[src/design/fqd_pkg.sv]
`default_nettype none
// ----------------------------------------------------------------------------
// fqd_pkg
// Shared sizes, codes and types of the FIFO queue with delete-by-value.
// ----------------------------------------------------------------------------
package fqd_pkg;

    localparam int DEPTH      = 16;
    localparam int VALUE_BITS = 32;

    localparam int ADDR_W = $clog2(DEPTH);
    localparam int CNT_W  = $clog2(DEPTH + 1);

    localparam int MODE_BITS     = 2;
    localparam int IN_VALUE_BITS = 32;
    localparam int OUT_VALUE_BITS = 32;
    localparam int COUNT_BITS    = 5;

    localparam logic [MODE_BITS-1:0] MODE_ENQ = 2'd0;
    localparam logic [MODE_BITS-1:0] MODE_DEQ = 2'd1;
    localparam logic [MODE_BITS-1:0] MODE_DEL = 2'd2;

    localparam logic STATUS_OK  = 1'b0;
    localparam logic STATUS_ERR = 1'b1;

    typedef struct packed {
        logic [MODE_BITS-1:0]     mode;
        logic [IN_VALUE_BITS-1:0] value;
    } t_in_item;

    typedef struct packed {
        logic                      status;
        logic [OUT_VALUE_BITS-1:0] out_value;
        logic [COUNT_BITS-1:0]     count;
    } t_out_item;

    typedef enum logic [2:0] {
        ST_IDLE,
        ST_DECODE,
        ST_DEQ_WAIT,
        ST_SRCH_RD,
        ST_SRCH_CMP,
        ST_SH_RD,
        ST_SH_WR,
        ST_DONE
    } t_state;

    // Commands from the sequencer to the datapath.
    typedef struct packed {
        logic load;      // capture a new request
        logic rd_en;     // read the slot at the selected offset
        logic rd_next;   // read offset is index + 1 instead of index
        logic wr_en;     // write a slot
        logic wr_tail;   // write the request value at the tail, else shift data at index
        logic idx_inc;
        logic head_inc;
        logic cnt_inc;
        logic cnt_dec;
        logic res_set;   // capture the result status
        logic res_err;
        logic res_data;  // result value comes from the read data
    } t_dp_ctrl;

    // Conditions from the datapath to the sequencer.
    typedef struct packed {
        logic is_enq;
        logic is_deq;
        logic is_del;
        logic val_zero;
        logic empty;
        logic full;
        logic match;     // read data equals the request value
        logic last;      // index + 1 equals the fill count
    } t_dp_stat;

endpackage
`default_nettype wire

[src/design/fqd_datapath.sv]
`default_nettype none
// ----------------------------------------------------------------------------
// fqd_datapath
// Slot memory kept as a ring, head pointer, fill count, scan index and the
// single data comparator used by the search.
// ----------------------------------------------------------------------------
module fqd_datapath (
    input  wire logic              i_clk,
    input  wire logic              i_rst_n,
    input  wire fqd_pkg::t_in_item i_req,
    input  wire fqd_pkg::t_dp_ctrl i_ctrl,
    output fqd_pkg::t_dp_stat      o_stat,
    output fqd_pkg::t_out_item     o_res
);
    import fqd_pkg::*;

    localparam int SUM_W = CNT_W + 1;

    logic [VALUE_BITS-1:0] r_mem [DEPTH];
    logic [VALUE_BITS-1:0] r_rdata;

    logic [ADDR_W-1:0]     r_head, n_head;
    logic [CNT_W-1:0]      r_count, n_count;
    logic [CNT_W-1:0]      r_idx, n_idx;
    logic [MODE_BITS-1:0]  r_mode, n_mode;
    logic [VALUE_BITS-1:0] r_value, n_value;
    logic                  r_res_status, n_res_status;
    logic [VALUE_BITS-1:0] r_res_value, n_res_value;

    logic [CNT_W-1:0]      idx_plus;
    logic [CNT_W-1:0]      rd_off;
    logic [CNT_W-1:0]      wr_off;
    logic [ADDR_W-1:0]     rd_addr;
    logic [ADDR_W-1:0]     wr_addr;
    logic [VALUE_BITS-1:0] wr_data;

    // Offset from the head, wrapped into the ring. Both terms stay below DEPTH
    // plus one, so one conditional subtract is enough.
    function automatic logic [ADDR_W-1:0] wrap_add(input logic [ADDR_W-1:0] base,
                                                   input logic [CNT_W-1:0]  off);
        logic [SUM_W-1:0] sum;
        sum = SUM_W'(base) + SUM_W'(off);
        if (sum >= SUM_W'(DEPTH)) begin
            sum = sum - SUM_W'(DEPTH);
        end
        return sum[ADDR_W-1:0];
    endfunction

    assign idx_plus = r_idx + CNT_W'(1);
    assign rd_off   = i_ctrl.rd_next ? idx_plus : r_idx;
    assign wr_off   = i_ctrl.wr_tail ? r_count : r_idx;
    assign rd_addr  = wrap_add(r_head, rd_off);
    assign wr_addr  = wrap_add(r_head, wr_off);
    assign wr_data  = i_ctrl.wr_tail ? r_value : r_rdata;

    always_comb begin
        n_head       = r_head;
        n_count      = r_count;
        n_idx        = r_idx;
        n_mode       = r_mode;
        n_value      = r_value;
        n_res_status = r_res_status;
        n_res_value  = r_res_value;
        if (i_ctrl.load) begin
            n_mode  = i_req.mode;
            n_value = VALUE_BITS'(i_req.value);
            n_idx   = '0;
        end
        if (i_ctrl.idx_inc) begin
            n_idx = idx_plus;
        end
        if (i_ctrl.head_inc) begin
            n_head = wrap_add(r_head, CNT_W'(1));
        end
        if (i_ctrl.cnt_inc) begin
            n_count = r_count + CNT_W'(1);
        end else if (i_ctrl.cnt_dec) begin
            n_count = r_count - CNT_W'(1);
        end
        if (i_ctrl.res_set) begin
            n_res_status = i_ctrl.res_err;
            n_res_value  = i_ctrl.res_data ? r_rdata : '0;
        end
    end

    always_ff @(posedge i_clk) begin
        if (!i_rst_n) begin
            r_head  <= '0;
            r_count <= '0;
            r_idx   <= '0;
            r_mode  <= MODE_ENQ;
        end else begin
            r_head  <= n_head;
            r_count <= n_count;
            r_idx   <= n_idx;
            r_mode  <= n_mode;
        end
    end

    always_ff @(posedge i_clk) begin
        r_value      <= n_value;
        r_res_status <= n_res_status;
        r_res_value  <= n_res_value;
    end

    always_ff @(posedge i_clk) begin
        if (i_ctrl.wr_en) begin
            r_mem[wr_addr] <= wr_data;
        end
        if (i_ctrl.rd_en) begin
            r_rdata <= r_mem[rd_addr];
        end
    end

    always_comb begin
        o_stat.is_enq   = (r_mode == MODE_ENQ);
        o_stat.is_deq   = (r_mode == MODE_DEQ);
        o_stat.is_del   = (r_mode == MODE_DEL);
        o_stat.val_zero = (r_value == '0);
        o_stat.empty    = (r_count == '0);
        o_stat.full     = (r_count == CNT_W'(DEPTH));
        o_stat.match    = (r_rdata == r_value);
        o_stat.last     = (idx_plus == r_count);
    end

    always_comb begin
        o_res.status    = r_res_status;
        o_res.out_value = OUT_VALUE_BITS'(r_res_value);
        o_res.count     = COUNT_BITS'(r_count);
    end

`ifndef ASSERT_OFF
    a_count_bound: assert property (@(posedge i_clk) disable iff (!i_rst_n)
        r_count <= CNT_W'(DEPTH))
        else $error("fill count exceeds depth");
    a_no_inc_full: assert property (@(posedge i_clk) disable iff (!i_rst_n)
        i_ctrl.cnt_inc |-> (r_count != CNT_W'(DEPTH)))
        else $error("enqueue into a full queue");
    a_no_dec_empty: assert property (@(posedge i_clk) disable iff (!i_rst_n)
        (i_ctrl.cnt_dec || i_ctrl.rd_en) |-> (r_count != '0))
        else $error("slot access or removal on an empty queue");
`endif

endmodule
`default_nettype wire

[src/design/fqd_ctrl.sv]
`default_nettype none
// ----------------------------------------------------------------------------
// fqd_ctrl
// Sequencer that steps the datapath through one request: decode, a read for
// dequeue, a read and compare loop for search, and a read and write loop that
// closes the gap after a deleted entry.
// ----------------------------------------------------------------------------
module fqd_ctrl (
    input  wire logic              i_clk,
    input  wire logic              i_rst_n,
    input  wire logic              i_in_fire,
    input  wire logic              i_out_free,
    input  wire fqd_pkg::t_dp_stat i_stat,
    output fqd_pkg::t_dp_ctrl      o_ctrl,
    output logic                   o_in_ready,
    output logic                   o_out_load
);
    import fqd_pkg::*;

    t_state r_state, n_state;

    always_ff @(posedge i_clk) begin
        if (!i_rst_n) begin
            r_state <= ST_IDLE;
        end else begin
            r_state <= n_state;
        end
    end

    always_comb begin
        n_state = r_state;
        case (r_state)
            ST_IDLE: begin
                if (i_in_fire) begin
                    n_state = ST_DECODE;
                end
            end
            ST_DECODE: begin
                if (i_stat.is_deq && !i_stat.empty) begin
                    n_state = ST_DEQ_WAIT;
                end else if (i_stat.is_del && !i_stat.val_zero && !i_stat.empty) begin
                    n_state = ST_SRCH_RD;
                end else begin
                    n_state = ST_DONE;
                end
            end
            ST_DEQ_WAIT: n_state = ST_DONE;
            ST_SRCH_RD:  n_state = ST_SRCH_CMP;
            ST_SRCH_CMP: begin
                if (i_stat.match) begin
                    n_state = ST_SH_RD;
                end else if (i_stat.last) begin
                    n_state = ST_DONE;
                end else begin
                    n_state = ST_SRCH_RD;
                end
            end
            ST_SH_RD: begin
                n_state = i_stat.last ? ST_DONE : ST_SH_WR;
            end
            ST_SH_WR: n_state = ST_SH_RD;
            ST_DONE: begin
                if (i_out_free) begin
                    n_state = ST_IDLE;
                end
            end
            default: n_state = ST_IDLE;
        endcase
    end

    always_comb begin
        o_ctrl     = '0;
        o_in_ready = 1'b0;
        o_out_load = 1'b0;
        case (r_state)
            ST_IDLE: begin
                o_in_ready  = 1'b1;
                o_ctrl.load = i_in_fire;
            end
            ST_DECODE: begin
                if (i_stat.is_enq && !i_stat.val_zero && !i_stat.full) begin
                    o_ctrl.wr_en   = 1'b1;
                    o_ctrl.wr_tail = 1'b1;
                    o_ctrl.cnt_inc = 1'b1;
                    o_ctrl.res_set = 1'b1;
                    o_ctrl.res_err = STATUS_OK;
                end else if (i_stat.is_deq && !i_stat.empty) begin
                    o_ctrl.rd_en = 1'b1;
                end else if (i_stat.is_del && !i_stat.val_zero && !i_stat.empty) begin
                    o_ctrl.res_set = 1'b0;
                end else begin
                    o_ctrl.res_set = 1'b1;
                    o_ctrl.res_err = STATUS_ERR;
                end
            end
            ST_DEQ_WAIT: begin
                o_ctrl.res_set  = 1'b1;
                o_ctrl.res_err  = STATUS_OK;
                o_ctrl.res_data = 1'b1;
                o_ctrl.head_inc = 1'b1;
                o_ctrl.cnt_dec  = 1'b1;
            end
            ST_SRCH_RD: begin
                o_ctrl.rd_en = 1'b1;
            end
            ST_SRCH_CMP: begin
                if (!i_stat.match) begin
                    if (i_stat.last) begin
                        o_ctrl.res_set = 1'b1;
                        o_ctrl.res_err = STATUS_ERR;
                    end else begin
                        o_ctrl.idx_inc = 1'b1;
                    end
                end
            end
            ST_SH_RD: begin
                // Once the index reaches the newest entry the gap is closed.
                if (i_stat.last) begin
                    o_ctrl.cnt_dec = 1'b1;
                    o_ctrl.res_set = 1'b1;
                    o_ctrl.res_err = STATUS_OK;
                end else begin
                    o_ctrl.rd_en   = 1'b1;
                    o_ctrl.rd_next = 1'b1;
                end
            end
            ST_SH_WR: begin
                o_ctrl.wr_en   = 1'b1;
                o_ctrl.idx_inc = 1'b1;
            end
            ST_DONE: begin
                o_out_load = i_out_free;
            end
            default: begin
                o_ctrl = '0;
            end
        endcase
    end

endmodule
`default_nettype wire

[src/design/fifo_queue_with_delete_unit.sv]
`default_nettype none
// ----------------------------------------------------------------------------
// fifo_queue_with_delete_unit
// Bounded FIFO of nonzero handles with enqueue, dequeue and delete by value.
// ----------------------------------------------------------------------------
// One request is taken at a time. Enqueue is done in the decode step,
// dequeue adds a read of the head slot, and delete of an entry takes longer
// the larger the queue, since the search and the gap close both pass
// through the slot memory, the search with one read per entry and the gap
// close with one read and write pair per entry. Errors on a null handle,
// full or empty queue return straight from decode. A new request is
// accepted while the previous result beat waits in the output register.
// ----------------------------------------------------------------------------
module fifo_queue_with_delete_unit (
    input  wire logic               i_clk,
    input  wire logic               i_rst_n,
    input  wire logic               i_in_valid,
    output logic                    o_in_stall,
    input  wire fqd_pkg::t_in_item  i_in_data,
    output logic                    o_out_valid,
    input  wire logic               i_out_stall,
    output fqd_pkg::t_out_item      o_out_data
);
    import fqd_pkg::*;

    t_dp_ctrl  dp_ctrl;
    t_dp_stat  dp_stat;
    t_out_item dp_res;

    logic      in_ready;
    logic      in_fire;
    logic      out_free;
    logic      out_load;

    logic      r_out_valid, n_out_valid;
    t_out_item r_out, n_out;

    assign in_fire  = i_in_valid && in_ready;
    assign out_free = !r_out_valid || !i_out_stall;

    fqd_ctrl u_ctrl (
        .i_clk      (i_clk),
        .i_rst_n    (i_rst_n),
        .i_in_fire  (in_fire),
        .i_out_free (out_free),
        .i_stat     (dp_stat),
        .o_ctrl     (dp_ctrl),
        .o_in_ready (in_ready),
        .o_out_load (out_load)
    );

    fqd_datapath u_datapath (
        .i_clk   (i_clk),
        .i_rst_n (i_rst_n),
        .i_req   (i_in_data),
        .i_ctrl  (dp_ctrl),
        .o_stat  (dp_stat),
        .o_res   (dp_res)
    );

    always_comb begin
        n_out_valid = r_out_valid;
        n_out       = r_out;
        if (out_load) begin
            n_out_valid = 1'b1;
            n_out       = dp_res;
        end else if (!i_out_stall) begin
            n_out_valid = 1'b0;
        end
    end

    always_ff @(posedge i_clk) begin
        if (!i_rst_n) begin
            r_out_valid <= 1'b0;
        end else begin
            r_out_valid <= n_out_valid;
        end
    end

    always_ff @(posedge i_clk) begin
        r_out <= n_out;
    end

    // No request beat is taken while reset is held.
    assign o_in_stall  = !in_ready || !i_rst_n;
    assign o_out_valid = r_out_valid;
    assign o_out_data  = r_out;

`ifndef ASSERT_OFF
    a_load_free: assert property (@(posedge i_clk) disable iff (!i_rst_n)
        out_load |-> out_free)
        else $error("result beat loaded over one not yet taken");
    a_busy_after_accept: assert property (@(posedge i_clk) disable iff (!i_rst_n)
        in_fire |=> o_in_stall)
        else $error("request accepted while the previous one is in flight");
    a_beat_retires: assert property (@(posedge i_clk) disable iff (!i_rst_n)
        (r_out_valid && !i_out_stall && !out_load) |=> !o_out_valid)
        else $error("result beat repeated after it was taken");
`endif

endmodule
`default_nettype wire

[config.mk]
export PLATFORM = sky130hd
export DESIGN_NAME = fifo_queue_with_delete_unit
export DESIGN_NICKNAME = d
export VERILOG_FILES = /design/src/design/fqd_pkg.sv /design/src/design/fqd_datapath.sv /design/src/design/fqd_ctrl.sv /design/src/design/fifo_queue_with_delete_unit.sv
export SDC_FILE = /design/constraint.sdc
export NUM_CORES = 1
export LEC_CHECK = 0
export ABC_CLOCK_PERIOD_IN_PS = 6200
export BUFFER_PORTS_ARGS = -buffer_cell sky130_fd_sc_hd__buf_2
export CAP_MARGIN = 20
export CORE_ASPECT_RATIO = 1.2
export CORE_MARGIN = 2
export CORE_UTILIZATION = 33
export DETAILED_ROUTE_END_ITERATION = 10
export MAX_ROUTING_LAYER = met4
export PLACE_DENSITY = 0.57
export RECOVER_POWER = 100
export SYNTH_ARGS = -nofsm -noshare
export SYNTH_HDL_FRONTEND = slang
export SYNTH_SLANG_ARGS = --single-unit
[constraint.sdc]
create_clock -name i_clk -period 6.2 [get_ports i_clk]
set_input_delay 1.24 -clock i_clk [delete_from_list [all_inputs] [get_ports i_clk]]
set_output_delay 1.24 -clock i_clk [all_outputs]
set_load 0.005 [all_outputs]
==> metrics.md <==
| Metric | Value |
|---|---|
| Vias/cell | 5.18 |
| Largest delay contributor family on the critical path | adder cells |
| Top FF cell, synth | edfxtp_1 |
| Max Clk Rate | 0.186 GHz |
| I/O pin cnt | 78 |
| CP Data Arrival Time | 5.71 ns |
| Slowest cell on crit path | fa_1 |
| Post-Syn Area per Cell | 19.6 sq um |
| Hold_buf cts | 0 |
| Required @ worst endpoint | 6.53 ns |
| Async set-reset flop share out of synthesis | 0 |
| First DRT Iteration DRCs | 1279 |
| Sequential share of the synthesized area | 0.748 |
| Top-count cell post-synth | edfxtp_1 |
| CTS Sinks | 667 |
| Crit path top cell by count | mux2i_1 |
| Worst-Skew Late Latency | 0.62 ns |
| Max incr delay on CP | 1.34 ns |
| Gr ovfl total | 0 |
| Top cells by count, synth | 647 x edfxtp_1, 128 x mux4_2, 126 x nand2_1 |
| Startpoint Class | flop |
| Cell taking the most area after synthesis | edfxtp_1 |
| Pre-antenna DRT Iters | 5 |
| Final Slew Violations | 171 |
| Final ANT Viol Nets | 0 |
| CTS clock-pin slew for the worst setup and hold paths | 0.06 ns |
| Ant diodes | 0 |
| Proportion of layout cells with a drive suffix above 1 | 0.203 |
| Violations in the final reports | capacitance limit, slew limit |
| Worst rel slew slack | -1.16 |
| Placement Cell Area | 0.0285 sq mm |
| Final TNS setup | 0 ns |
| H-tree Lvls | 3 |
| Dpl hpwl | 36200 microns |
| Synth-to-Final Area Change | 15.3% |
| CP Cell Sequence | ha_1, nor2b_1, o32a_4, o2111ai_1, and2_0, nand2_1, xnor2_1, ha_2, inv_1, fa_1, buf_12, mux4_2, mux2i_1, mux2i_1 |
| FP Rows | 113 |
| Leak | 10.5 nW |
| # resized after CTS | 0 |
| Max clock buf depth | 3 |
| Final Hold Violating Endpoints | 0 |
| Final min period | 5.38 ns |
| Worst vdd rail ir drop | 252 uV |
| Critical path peak fanout | 84 |
| Core area | 0.0793 sq mm |
| Number of buffers and inverters on the critical path | 2 |
| Pwr dens | 451 mW/mm^2 |
| Post-Syn Instances | 1353 |
| Initial antenna violation count | 3 |
| Max Cap Violations | 5 |
| Synth warnings | 0 |
| Number of synthesized flops with an enable pin | 647 |
| Die Span Y | 314 microns |
| RSZ-0062 raised after global routing | no |
| Vias in the first global route | 13629 |
| WHS | 0.409 ns |
| Final #Nets | 1532 |
| First-pass GRT wire length | 95200 microns |
| Die W | 263 microns |
| Synth Cell Area | 0.0265 sq mm |
| Yosys cell types | 63 |
| DRC errors left | 0 |
| Final Cell Area | 0.0306 sq mm |
| Pwr Total | 13.8 mW |
| Largest net degree at the start of global routing | 85 |
| GPL Wtd Cong | 0.790 |
| Initial Util | 0.334 |
| Post-Syn Nets | 1406 |
| Post-CTS setup buffers | 0 |
| Port Buf Inserts | 77 |
| Worst-margin pin slew | 3.24 ns |
| Root Buffer Master | clkbuf_16 |
| Critical Path End Type | flop |
| Synth top area cells | edfxtp_1 73%, mux4_2 11%, mux2i_1 3.7%, nand2_1 1.8%, dfxtp_1 1.5% |
| DR vias | 13304 |
| Setup violations, final | 0 |
| Overall routed net length | 65200 microns |
| Synth Register Bits | 667 |
| Period utilization | 0.867 |
| Status | finished, violations left |
| Clock Skew | 0.0357 ns |
| CTS tree | done |
| Num CTS Buffers | 70 |
| Worst Path Class, Setup | flop to flop |
| WL/cell | 25.4 microns |
| Top-area cell type share of the netlist area | 0.733 |
| Hold crit path type | flop to flop |
| Overall routing resource usage | 0.164 |
| Die area | 0.0826 sq mm |
[cell type report]
| class | count | area [sq um] |
|---|---|---|
| well taps | 1035 | 1290 |
| fillers | 7141 | 48700 |
| flip-flops and latches | 667 | 19800 |
| clock buffers | 82 | 1820 |
| inverters | 9 | 33.8 |
| multi-input cells | 614 | 6320 |
| clock inverters | 45 | 505 |
| repair buffers | 117 | 772 |
[metrics by stage]
stage / cells / setup slack, ns / util
2_1_floorplan: 1353 / 0.756 / -
3_3_place_gp: 2441 / 1.30 / 0.359
3_5_place_dp: 2441 / 1.31 / 0.359
4_1_cts: 2568 / 1.29 / 0.388
5_1_grt: 2569 / 0.545 / 0.385
6_report: 2569 / 0.825 / 0.385
[cells by family after synthesis]
logic type,count (synthesis),synth area share
and+or+nand+nor,270,0.0498
adders and majority gates,15,0.00793
AOI/OAI and AO/OA,46,0.0137
xor gates and xnor gates,54,0.0197
DFF,667,0.748
muxes,229,0.147
buffers and inverters,72,0.0133
[metal layers]
metal,vias up,track usage,part of all wire
met5,-,-,0
met4,0,0.0481,0.023
met3,106,0.0314,0.070
met2,496,0.253,0.47
met1,7025,0.222,0.43
li1,5677,-,-
[worst paths after layout]
path / startpoint / to / slack (ns) / cells after the start
worst max-delay path: u_datapath.r_idx[0] / u_datapath.r_rdata[5] / 0.82 / 14
worst min-delay path: u_datapath.r_res_value[0] / o_out_data[5] / 0.41 / 0
worst max register to register: u_datapath.r_idx[0] / u_datapath.r_rdata[5] / 0.82 / 14
worst min register to register: u_datapath.r_res_value[0] / o_out_data[5] / 0.41 / 0
[placed cells by master, fill, tap and decap left out, types with 15 or more instances in the layout]
cell,n
and2_0,28
buf_2,36
clkbuf_1,58
clkbuf_16,71
clkinv_1,15
dfxtp_1,20
edfxtp_1,647
mux2i_1,99
mux4_2,128
nand2_1,127
nor2_1,19
nor3_1,22
nor4_1,19
xor2_1,40
[power by group]
group / switching [mW] / leakage [nW] / internal (mW)
registers: 0.269 / 6.06 / 6.07
logic: 1.95 / 3.31 / 1.26
clock network: 1.75 / 1.13 / 2.49
[sequential cells by signal, summed over array words and instances, names as in the netlist]
register                 cells
u_datapath.r_head            4
o_out_data                  38
u_datapath.r_mode            2
u_datapath.r_value          32
u_datapath.r_res_value      32
u_datapath.r_mem           512
o_out_valid                  1
u_datapath.r_res_status      1
u_datapath.r_idx             5
u_datapath.r_count           5
u_ctrl.r_state               3
u_datapath.r_rdata          32
No activity file was read; power rests on OpenSTA's default activity.
